--- src/hw/rtl/sal_pkg.sv ---
`timescale 1ns / 1ps
`default_nettype none

package sal_pkg;

  localparam int unsigned QueueDepth = 2;

  // Header byte layout
  localparam logic [7:0] TypeMask    = 8'h60;
  localparam logic [7:0] CountMask   = 8'h1f;
  localparam logic [7:0] AllowedMask = 8'h80;
  localparam int unsigned TypeShift  = 5;

  typedef enum logic [1:0] {
    KIND_HEADER = 2'd0,
    KIND_PLMN   = 2'd1,
    KIND_TAC    = 2'd2,
    KIND_TRUNC  = 2'd3
  } rec_kind_e;

  typedef struct packed {
    logic [7:0] data_byte;
    logic       final_byte;
  } sal_in_t;

  typedef struct packed {
    rec_kind_e   record_kind;
    logic [23:0] record_value;
    logic [7:0]  partial_list_number;
    logic        allowed_flag;
    logic [1:0]  list_kind;
    logic [5:0]  element_total;
    logic        element_end;
  } sal_out_t;

endpackage

`default_nettype wire

--- src/hw/rtl/sal_front.sv ---
`timescale 1ns / 1ps
`default_nettype none

module sal_front import sal_pkg::*; (
  input  wire logic     clk_i,
  input  wire logic     rst_ni,
  input  wire logic     in_valid_i,
  output logic          in_ready_o,
  input  wire sal_in_t  in_item_i,
  input  wire logic     q_full_i,
  output logic          q_push_o,
  output sal_out_t      q_item_o
);

  typedef enum logic [1:0] {
    PH_HDR  = 2'd0,
    PH_PLMN = 2'd1,
    PH_TAC  = 2'd2
  } phase_e;

  localparam logic [1:0] ListTacOnly  = 2'd1;
  localparam logic [1:0] ListPairs    = 2'd2;
  localparam logic [1:0] ListPlmnOnly = 2'd3;

  phase_e      phase_q, phase_d;
  logic [1:0]  pos_q, pos_d;
  logic [23:0] acc_q, acc_d;
  logic [5:0]  left_q, left_d;
  logic [1:0]  kind_q, kind_d;
  logic        allowed_q, allowed_d;
  logic [5:0]  total_q, total_d;
  logic [7:0]  ordinal_q, ordinal_d;

  logic        accept;
  logic [1:0]  pos_inc;
  logic [23:0] acc_shift;
  logic [5:0]  left_dec;
  logic [7:0]  data;
  logic        fin;
  logic        emit;
  sal_out_t    rec;

  assign in_ready_o = !q_full_i;
  assign accept     = in_valid_i && in_ready_o;
  assign data       = in_item_i.data_byte;
  assign fin        = in_item_i.final_byte;
  assign pos_inc    = pos_q + 2'd1;
  assign acc_shift  = {acc_q[15:0], data};
  assign left_dec   = (left_q > 6'd1) ? left_q - 6'd1 : 6'd0;

  always_comb begin
    phase_d   = phase_q;
    pos_d     = pos_q;
    acc_d     = acc_q;
    left_d    = left_q;
    kind_d    = kind_q;
    allowed_d = allowed_q;
    total_d   = total_q;
    ordinal_d = ordinal_q;
    emit      = 1'b0;
    rec       = '0;
    rec.record_kind = KIND_HEADER;

    if (accept) begin
      unique case (phase_q)
        PH_PLMN, PH_TAC: begin
          acc_d            = acc_shift;
          rec.record_value = acc_shift;
          pos_d            = pos_inc;
          if (pos_inc == 2'd3) begin
            emit  = 1'b1;
            pos_d = 2'd0;
            acc_d = '0;
            if (phase_q == PH_PLMN) begin
              rec.record_kind = KIND_PLMN;
              phase_d = (kind_q == ListPlmnOnly) ? PH_HDR : PH_TAC;
            end else begin
              rec.record_kind = KIND_TAC;
              left_d = left_dec;
              if (left_dec == 6'd0) begin
                phase_d = PH_HDR;
              end else begin
                phase_d = (kind_q == ListPairs) ? PH_PLMN : PH_TAC;
              end
            end
          end
        end
        default: begin
          // header byte; the unused phase code lands here too
          if (ordinal_q != 8'hff) ordinal_d = ordinal_q + 8'd1;
          allowed_d = |(data & AllowedMask);
          kind_d    = 2'((data & TypeMask) >> TypeShift);
          total_d   = {1'b0, 5'(data & CountMask)} + 6'd1;
          left_d    = (kind_d == ListTacOnly) ? 6'd1 : total_d;
          pos_d     = 2'd0;
          acc_d     = '0;
          emit      = 1'b1;
          rec.record_kind  = KIND_HEADER;
          rec.record_value = {16'h0000, data};
          phase_d   = PH_PLMN;
        end
      endcase

      if (fin && phase_d != PH_HDR) begin
        rec.record_kind = KIND_TRUNC;
        emit = 1'b1;
      end

      rec.partial_list_number = ordinal_d;
      rec.allowed_flag        = allowed_d;
      rec.list_kind           = kind_d;
      rec.element_total       = total_d;
      rec.element_end         = fin;

      // element closes: start afresh on the next byte
      if (fin) begin
        phase_d   = PH_HDR;
        ordinal_d = '0;
        pos_d     = 2'd0;
        acc_d     = '0;
      end
    end
  end

  assign q_push_o = accept && emit;
  assign q_item_o = rec;

  always_ff @(posedge clk_i or negedge rst_ni) begin
    if (!rst_ni) begin
      phase_q   <= PH_HDR;
      pos_q     <= 2'd0;
      acc_q     <= '0;
      left_q    <= '0;
      kind_q    <= 2'd0;
      allowed_q <= 1'b0;
      total_q   <= 6'd1;
      ordinal_q <= '0;
    end else begin
      phase_q   <= phase_d;
      pos_q     <= pos_d;
      acc_q     <= acc_d;
      left_q    <= left_d;
      kind_q    <= kind_d;
      allowed_q <= allowed_d;
      total_q   <= total_d;
      ordinal_q <= ordinal_d;
    end
  end

endmodule

`default_nettype wire

--- src/hw/rtl/sal_queue.sv ---
`timescale 1ns / 1ps
`default_nettype none

module sal_queue import sal_pkg::*; #(
  parameter int unsigned Depth = QueueDepth
) (
  input  wire logic     clk_i,
  input  wire logic     rst_ni,
  input  wire logic     push_i,
  input  wire sal_out_t push_item_i,
  output logic          full_o,
  input  wire logic     pop_i,
  output logic          valid_o,
  output sal_out_t      pop_item_o
);

  localparam int unsigned PtrW = (Depth > 1) ? $clog2(Depth) : 1;
  localparam int unsigned CntW = $clog2(Depth + 1);
  localparam logic [PtrW-1:0] LastPtr = PtrW'(Depth - 1);
  localparam logic [CntW-1:0] FullCnt = CntW'(Depth);

  sal_out_t        mem_q [Depth];
  logic [PtrW-1:0] wr_ptr_q, rd_ptr_q;
  logic [CntW-1:0] cnt_q;
  logic            do_push, do_pop;

  assign full_o     = (cnt_q == FullCnt);
  assign valid_o    = (cnt_q != '0);
  assign pop_item_o = mem_q[rd_ptr_q];
  assign do_push    = push_i && !full_o;
  assign do_pop     = pop_i && valid_o;

  always_ff @(posedge clk_i) begin
    if (do_push) mem_q[wr_ptr_q] <= push_item_i;
  end

  always_ff @(posedge clk_i or negedge rst_ni) begin
    if (!rst_ni) begin
      wr_ptr_q <= '0;
      rd_ptr_q <= '0;
      cnt_q    <= '0;
    end else begin
      if (do_push) wr_ptr_q <= (wr_ptr_q == LastPtr) ? '0 : wr_ptr_q + PtrW'(1);
      if (do_pop)  rd_ptr_q <= (rd_ptr_q == LastPtr) ? '0 : rd_ptr_q + PtrW'(1);
      if (do_push && !do_pop)      cnt_q <= cnt_q + CntW'(1);
      else if (do_pop && !do_push) cnt_q <= cnt_q - CntW'(1);
    end
  end

endmodule

`default_nettype wire

--- src/hw/rtl/sal_back.sv ---
`timescale 1ns / 1ps
`default_nettype none

module sal_back import sal_pkg::*; (
  input  wire logic     clk_i,
  input  wire logic     rst_ni,
  input  wire logic     q_valid_i,
  input  wire sal_out_t q_item_i,
  output logic          q_pop_o,
  output logic          out_valid_o,
  input  wire logic     out_ready_i,
  output sal_out_t      out_item_o
);

  logic     valid_q;
  sal_out_t item_q;
  logic     load;

  // refill whenever the output slot is empty or being taken
  assign load        = q_valid_i && (!valid_q || out_ready_i);
  assign q_pop_o     = load;
  assign out_valid_o = valid_q;
  assign out_item_o  = item_q;

  always_ff @(posedge clk_i) begin
    if (load) item_q <= q_item_i;
  end

  always_ff @(posedge clk_i or negedge rst_ni) begin
    if (!rst_ni) begin
      valid_q <= 1'b0;
    end else if (load) begin
      valid_q <= 1'b1;
    end else if (out_ready_i) begin
      valid_q <= 1'b0;
    end
  end

endmodule

`default_nettype wire

--- src/hw/rtl/service_area_list_parser_core.sv ---
// Service area list element parser. Takes the element contents one byte per
// item with a flag on its last byte, and emits one record for each partial
// list header, each completed PLMN and each completed TAC (raw bytes, first
// byte in the top of record_value), or a single truncation record when the
// element ends inside a field or with a PLMN or TAC still due. A byte is
// accepted every cycle while the queue is not full; the parser state
// updates on each accepted byte, so sustained rate is one item per clock
// while the output keeps up. A record from a taken byte passes a short
// queue (QueueDepth entries) and then the output register. Input ready
// drops only while the queue is full. Mid-field bytes give no record.
`timescale 1ns / 1ps
`default_nettype none

module service_area_list_parser_core import sal_pkg::*; #(
  parameter int unsigned QueueDepth = sal_pkg::QueueDepth
) (
  input  wire logic     clk_i,
  input  wire logic     rst_ni,
  input  wire logic     in_valid_i,
  output logic          in_ready_o,
  input  wire sal_in_t  in_item_i,
  output logic          out_valid_o,
  input  wire logic     out_ready_i,
  output sal_out_t      out_item_o
);

  logic     q_full, q_push, q_pop, q_valid;
  sal_out_t q_wr_item, q_rd_item;

  sal_front u_front (
    .clk_i      (clk_i),
    .rst_ni     (rst_ni),
    .in_valid_i (in_valid_i),
    .in_ready_o (in_ready_o),
    .in_item_i  (in_item_i),
    .q_full_i   (q_full),
    .q_push_o   (q_push),
    .q_item_o   (q_wr_item)
  );

  sal_queue #(
    .Depth (QueueDepth)
  ) u_queue (
    .clk_i       (clk_i),
    .rst_ni      (rst_ni),
    .push_i      (q_push),
    .push_item_i (q_wr_item),
    .full_o      (q_full),
    .pop_i       (q_pop),
    .valid_o     (q_valid),
    .pop_item_o  (q_rd_item)
  );

  sal_back u_back (
    .clk_i       (clk_i),
    .rst_ni      (rst_ni),
    .q_valid_i   (q_valid),
    .q_item_i    (q_rd_item),
    .q_pop_o     (q_pop),
    .out_valid_o (out_valid_o),
    .out_ready_i (out_ready_i),
    .out_item_o  (out_item_o)
  );

  a_trunc_closes: assert property (@(posedge clk_i) disable iff (!rst_ni)
    out_valid_o && out_item_o.record_kind == KIND_TRUNC |-> out_item_o.element_end)
    else $error("truncation record without element end");

  a_header_fields: assert property (@(posedge clk_i) disable iff (!rst_ni)
    out_valid_o && out_item_o.record_kind == KIND_HEADER |->
      out_item_o.record_value[23:8] == 16'h0000 &&
      out_item_o.list_kind == out_item_o.record_value[6:5] &&
      out_item_o.allowed_flag == out_item_o.record_value[7] &&
      out_item_o.element_total == {1'b0, out_item_o.record_value[4:0]} + 6'd1)
    else $error("header record fields disagree with header byte");

  a_ordinal_nonzero: assert property (@(posedge clk_i) disable iff (!rst_ni)
    out_valid_o |-> out_item_o.partial_list_number != 8'h00)
    else $error("record emitted outside a partial list");

  a_stall_has_output: assert property (@(posedge clk_i) disable iff (!rst_ni)
    !in_ready_o |-> out_valid_o)
    else $error("input stalled while output register empty");

endmodule

`default_nettype wire
--- config.mk ---
export PLATFORM = sky130hd
export DESIGN_NAME = service_area_list_parser_core
export DESIGN_NICKNAME = d
export VERILOG_FILES = /design/src/hw/rtl/sal_pkg.sv /design/src/hw/rtl/sal_front.sv /design/src/hw/rtl/sal_queue.sv /design/src/hw/rtl/sal_back.sv /design/src/hw/rtl/service_area_list_parser_core.sv
export SDC_FILE = /design/constraint.sdc
export NUM_CORES = 1
export LEC_CHECK = 0
export ABC_AREA = 1
export BUFFER_PORTS_ARGS = -buffer_cell sky130_fd_sc_hd__buf_2
export CORE_AREA = 2 2 124 126
export CTS_CLUSTER_DIAMETER = 150
export DETAILED_ROUTE_END_ITERATION = 7
export DIE_AREA = 0 0 126 128
export PLACE_DENSITY = 0.68
export SLEW_MARGIN = 40
export SYNTH_ARGS = -nofsm -noshare
export SYNTH_HDL_FRONTEND = slang
export SYNTH_SLANG_ARGS = --single-unit
export TNS_END_PERCENT = 50
--- constraint.sdc ---
create_clock -name clk_i -period 8.85 [get_ports clk_i]
set_input_delay 0.885 -clock clk_i [delete_from_list [all_inputs] [get_ports clk_i]]
set_output_delay 0.885 -clock clk_i [all_outputs]
set_load 0.01 [all_outputs]
# ---- After elaboration in Yosys (flattened, before gate mapping)
# Memory sizes are Yosys's and may differ from the RTL's. A register that Yosys moved wholly into a read port is not among the register bits.
# Index checks and enable logic that the tools add are counted.
dict set report word_totals {
  register_bits 48
  mem_bits_rw 88
  inputBits 13
  output_inout_bits 46
  memories 1
}
dict set report classes {
  add_sub_neg 8
  n_lt_le_gt_ge 1
  eq_ne 10
  n_mux 42
  n_reduce_logical 20
}
# name words width read_ports rd_clocked_by_memory_dff wr line
set mem_list {}
lappend mem_list {u_queue.mem_q 2 44 1 1 1 sal_queue.sv:22} ;# sal_out_t mem_q [Depth];
# cell n
set ops {}
lappend ops {{16-bit 2-to-1 mux} 3}
lappend ops {{44-bit 2-to-1 mux} 1}
lappend ops {{6-bit 2-to-1 mux} 6}
lappend ops {{2-bit 2-to-1 mux} 17}
lappend ops {{26-bit 2-to-1 mux} 1}
lappend ops {{8-bit 2-to-1 mux} 3}
lappend ops {{1-bit 2-to-1 mux} 11}
lappend ops {{2-bit equality test (second input constant)} 5}
lappend ops {{8-bit by 1-bit adder with 8-bit output (second input constant)} 1}
lappend ops {{1-bit logical AND} 8}
lappend ops {{8-bit inequality test (second input constant)} 1}
lappend ops {{2-bit nonzero test} 4}
lappend ops {{5-bit by 1-bit adder with 6-bit output (second input constant)} 1}
lappend ops {{6-bit by 1-bit > comparator with 1-bit output (second input constant)} 1}
lappend ops {{6-bit logical NOT} 1}
lappend ops {{6-bit by 1-bit subtractor with 6-bit output (second input constant)} 1}
lappend ops {{2-bit by 1-bit adder with 2-bit output (second input constant)} 2}
lappend ops {{2-bit by 1-bit equality test with 1-bit output (second input constant)} 2}
lappend ops {{1-bit logical NOT} 4}
lappend ops {{3-bit AND reduction} 1}
lappend ops {{1-bit adder (second input constant)} 2}
lappend ops {{2-bit by 1-bit inequality test with 1-bit output (second input constant)} 1}
lappend ops {{2-bit inequality test (second input constant)} 1}
lappend ops {{2-bit OR reduction} 1}
lappend ops {{other kinds (2)} 2}

# ---- Depth between registers and ports, before layout
dict set report depth {
  depth_word 18
  ltp_mapped 17
  mapped_depth_nobuf 17
}

# ---- Cells and area by module
# Synthesis repeated with hierarchy kept, for this count alone.
dict set report unflattened {
  cells_unflattened 658
  hier_area_um2 7372.1
}
# mod instances cells_per_inst area_per_inst_um2 seq_area_each_um2
set by_module_without_submodules {}
lappend by_module_without_submodules {sal_queue 1 261 3473.3 2742.6}
lappend by_module_without_submodules {sal_front 1 347 2528.7 1077.3}
lappend by_module_without_submodules {sal_back 1 50 1370.1 1346.3}

# ---- Worst setup path before layout
# No wires, ideal clock.
dict set report synth_path {
  kind {input -> register}
  start {input out_ready_i}
  end {register u_queue.cnt_q[1]}
  setup_ns 0.131
  t_arrival_ns 4.124
  slack_ns 4.595
  path_stages 7
  n_path_buf 0
  path_cell_list {nor2_1 a21oi_1 inv_1 ha_1 a21oi_1 o21ai_0 xor2_1}
}
dict set report synth_between {
  elab_chain_cells 6
  word_cells_on_any_way 8
}
# item line
set synth_lines {}
lappend synth_lines {{start, declared} service_area_list_parser_core.sv:23} ;# input wire logic out_ready_i,
lappend synth_lines {{1-bit logical OR (*)} sal_back.sv:20} ;# assign load = q_valid_i && (!valid_q || out_ready_i);
lappend synth_lines {{1-bit logical AND (*)} sal_back.sv:20}
lappend synth_lines {{named net q_pop} service_area_list_parser_core.sv:27} ;# logic q_full, q_push, q_pop, q_valid;
lappend synth_lines {{1-bit logical AND (*)} sal_queue.sv:31} ;# assign do_pop = pop_i && valid_o;
lappend synth_lines {{1-bit logical NOT} sal_queue.sv:45} ;# if (do_push && !do_pop) cnt_q <= cnt_q + CntW'(1);
lappend synth_lines {{1-bit logical AND} sal_queue.sv:45}
lappend synth_lines {{2-bit 2-to-1 mux or 2-bit nonzero test (tied branches)} n/a}
lappend synth_lines {{end signal, assigned} sal_queue.sv:45}
lappend synth_lines {{end signal, assigned} sal_queue.sv:46} ;# else if (do_pop && !do_push) cnt_q <= cnt_q - CntW'(1);
lappend synth_lines {{end, declared} sal_queue.sv:24} ;# logic [CntW-1:0] cnt_q;
# The timed path passes the listed nets; every way through them passes the cells marked *.
# A chain may end at the register's enable or synchronous reset.

# ---- Worst setup path in the final report
dict set report layout_path {
  start {register u_queue.cnt_q[0]}
  end {memory u_queue.mem_q[1][0] (netlist name), enable pin}
}
dict set report layout_between {
  elab_chain_cells 8
}
# item line
set layout_lines {}
lappend layout_lines {{2-bit equality test (*)} sal_queue.sv:27} ;# assign full_o = (cnt_q == FullCnt);
lappend layout_lines {{1-bit logical NOT (*)} {sal_front.sv:43, sal_queue.sv:30}}
lappend layout_lines {{1-bit logical AND} sal_front.sv:44} ;# assign accept = in_valid_i && in_ready_o;
lappend layout_lines {{1-bit 2-to-1 mux} sal_front.sv:64} ;# if (accept) begin
lappend layout_lines {{1-bit logical AND} sal_front.sv:125} ;# assign q_push_o = accept && emit;
lappend layout_lines {{1-bit logical AND (*)} sal_queue.sv:30} ;# assign do_push = push_i && !full_o;
lappend layout_lines {{1-bit 2-to-1 mux (*)} sal_queue.sv:34} ;# if (do_push) mem_q[wr_ptr_q] <= push_item_i;
lappend layout_lines {{1-bit 2-to-1 mux (not written as such) (*)} sal_queue.sv:34}
lappend layout_lines {{end, declared} sal_queue.sv:22}
# Every way passes the cells marked *; elsewhere a longest branch is shown, timed or not.

==> out/metrics.cfg <==
[timing]
finalCriticalPeriod_ns = 3.02
setup_ws_ns = 5.83
finalHoldViolations = 0
maxSlewViolCount = 0
tightestPinTransition_ns = 0.748
finalClockSkew_ns = 0.00812
timing.final.crit_share_pct = 34.1
tns_ns = 0
slew_headroom_pct = 50.1
rsz0062_at_grt = no
finalSetupViolCount = 0
timing.fmax_mhz = 331

[synth]
synth_area_leaders = edfxtp_1 (54%), dfrtp_1 (16%), nand2_1 (10%), inv_1 (3.2%), nor2_1 (2.3%)
synth_top_area_share_pct = 54.4
post-synth-top-area-cell = edfxtp_1
syn_nets = 659
synth-seq-area-share_pct = 70.9
netlist_area_sq_um = 7280
synth_cell_type_count = 37
synth_area_per_cell_sq_um = 11.4
synth_warnings = 0
synth_cells = 640
ys_seq_elements = 180

[power]
power_switching_share_pct = 34.0
ir_drop_uv = 158
p_int_w = 0.00205
clkPwrFrac_pct = 24.8
power_frac_comb_pct = 29.5
p_leak_nw = 3.57
power_density_nw_per_um2 = 370
p_switching_w = 0.00106
seqPwrFrac_pct = 45.8

[floorplan]
fp.coreArea_sq_um = 14900
die_area_sq_um = 16100
io_pins = 59
fp-row-count = 45
fp.dieW_microns = 126
die_height_microns = 128
start_util_pct = 49.0

[hold_path]
hp-class = in2async

[critical_path]
critPathLaunchType = register
crit_arrival_ns = 3.08
crit_fanout = 46
crit_chain = inv_1, nand2_1, nand2_2, inv_2, o21ai_4, a21oi_4, buf_4
required_ns = 8.92
critPathCaptureType = register
crit_type = reg2reg
cp_slowest_cell = inv_2
critPathMaxStageDelay_ns = 0.66

[drt]
avgViaCountPerCell = 5.20
ant_nets = 0
wl_per_cell_microns = 16.1
dr.pass1.iters = 5
dr_total_vias = 4700
wl_microns = 14500
drtIter0Drc = 443
drc = 0

[clocking]
cts-resized-gates = 0
postCtsSetupRepairBufs = 0
cts_buffers = 17
clkLatencyLatePin_ns = 0.43
hold_buffers = 0
clock_sinks = 180
cts.reportedPaths.clkPinSlew_ns = 0.06
clk_path_buf_depth = 2
clockRootBuffer = clkbuf_16
h-tree-depth = 4
cts_tree = yes

[global_route]
grt_pass1_wl_microns = 23200
grt_usage_pct = 18.7
grt_pass1_vias = 4507
grt_start_max_net_pins = 49
antenna_found_initial = 0
grt-ovfl-total = 0

[layout]
num_antenna_cells = 0
final_cell_area_sq_um = 8400
fillCellCount = 1236
synthToLayoutAreaGrowth_pct = 15.4
final_nets = 721
drive_above_1_share_pct = 17.3

[placement]
numPortBuffers = 58
dpl_cell_area_sq_um = 7790
place_congestion = 0.905
dp_hpwl_microns = 9480
post-place-ws_ns = 5.44

[status]
status = finished, final reports clean

[job]
drv_cap = 0

synthesized netlist by cell type (all sizes together):
master   number
nand2       204
dfrtp        47
a21oi         9
xnor2         1
buf           8
inv          66
a2bb2oi       2
nand4         4
edfxtp      132
nor2         54
a31oi         1
clkinv        4
nand3        19
o211ai        1
o21bai        1
clkbuf       12
nor3          7
a311oi        1
o41ai         1
ha            6
o22ai        20
a221oi        1
xor2          4
dfstp         1
o21ai        34
per-layer routing:
layer	part of all wire, %	global-route usage (%)
met2	49	30.0
met5	0	0
met4	2.0	7.50
met1	45	25.2
met3	4.4	4.01
kinds of logic after synthesis:
group	after synthesis	synth area share, %
fa+ha+maj	6	1.03
compound gates	71	5.77
simple gates	288	16.9
flops	180	70.9
xor+xnor	5	0.601
buf+inv	90	4.74
flip-flops by register name (all words and copies together) (netlist names):
register and cells:
u_front.allowed_q 1, u_front.acc_q 16, u_queue.wr_ptr_q 1, u_back.out_valid_o 1, u_front.phase_q 2, u_back.out_item_o 44, u_front.pos_q 2, u_front.left_q 6
u_front.ordinal_q 8, u_queue.rd_ptr_q 1, u_front.total_q 6, u_queue.mem_q 88, u_front.kind_q 2, u_queue.cnt_q 2
cells in the final DEF (no fill, tap or decap), types with 3 or more instances in the layout:
cell type	n
o22ai_1	20
nand4_1	4
nor2_2	6
nor2_1	45
nand2_2	5
edfxtp_1	132
clkinv_1	4
o21ai_0	32
inv_2	3
nand3_1	16
buf_4	6
clkbuf_16	17
a21oi_1	7
nand2_1	197
bufinv_16	3
ha_1	5
buf_2	57
dfrtp_1	47
nor3_1	4
inv_1	63
xor2_1	4
nor2_4	3
power groups by stage:
stage	Clock [W]	Combinational [W]	Sequential (W)
final	0.000770	0.000916	0.00142
after global routing	0.000817	0.00103	0.00145
after CTS	0.000783	0.000928	0.00142
after detailed placement	0	0.000922	0.00144
after global placement	0	0.000890	0.00142
after floorplan	0	0.000546	0.00150
cell type report:
class	instances	area, sq um	area share [%]
clock buffer	21	460	5.48
clock inverter	11	150	1.79
inverter	70	263	3.13
multi-input combinational	370	1800	21.4
sequential	180	5170	61.5
tap	188	235	2.80
timing repair buffer	63	330	3.93
per-stage QoR:
stage | hold WS, ns | total power, W | utilization [%] | std cells
after floorplan | 0.446 | 0.00204 | - | 640
final | 0.476 | 0.00311 | 56.5 | 903
after detailed placement | 0.470 | 0.00236 | 52.4 | 871
after global placement | 0.460 | 0.00231 | 52.4 | 871
after CTS | 0.480 | 0.00313 | 56.5 | 903
after global routing | 0.488 | 0.00329 | 56.5 | 903
final timing paths:
path                                  startpoint             endpoint  depth (start not counted)  slack [ns]
worst min-delay path                      rst_ni    u_front.left_q[0]                          1        0.48
worst min register to register  u_queue.cnt_q[0]     u_queue.cnt_q[0]                          1        0.48
max in group asynchronous                 rst_ni    u_front.kind_q[0]                          1        7.93
worst max register to register  u_queue.cnt_q[0]  u_queue.mem_q[1][0]                          7        5.83
min in group clk_i              u_queue.cnt_q[0]     u_queue.cnt_q[0]                          1        0.48
worst max-delay path            u_queue.cnt_q[0]  u_queue.mem_q[1][0]                          7        5.83
critical path, delay by kind of cell (launching register included):
family | cells | cell delay (ns)
compound gates | 2 | 0.60
buf+inv | 3 | 1.25
flops | 1 | 0.36
simple gates | 2 | 0.41
Note: power is estimated with default switching activity, not from simulation.
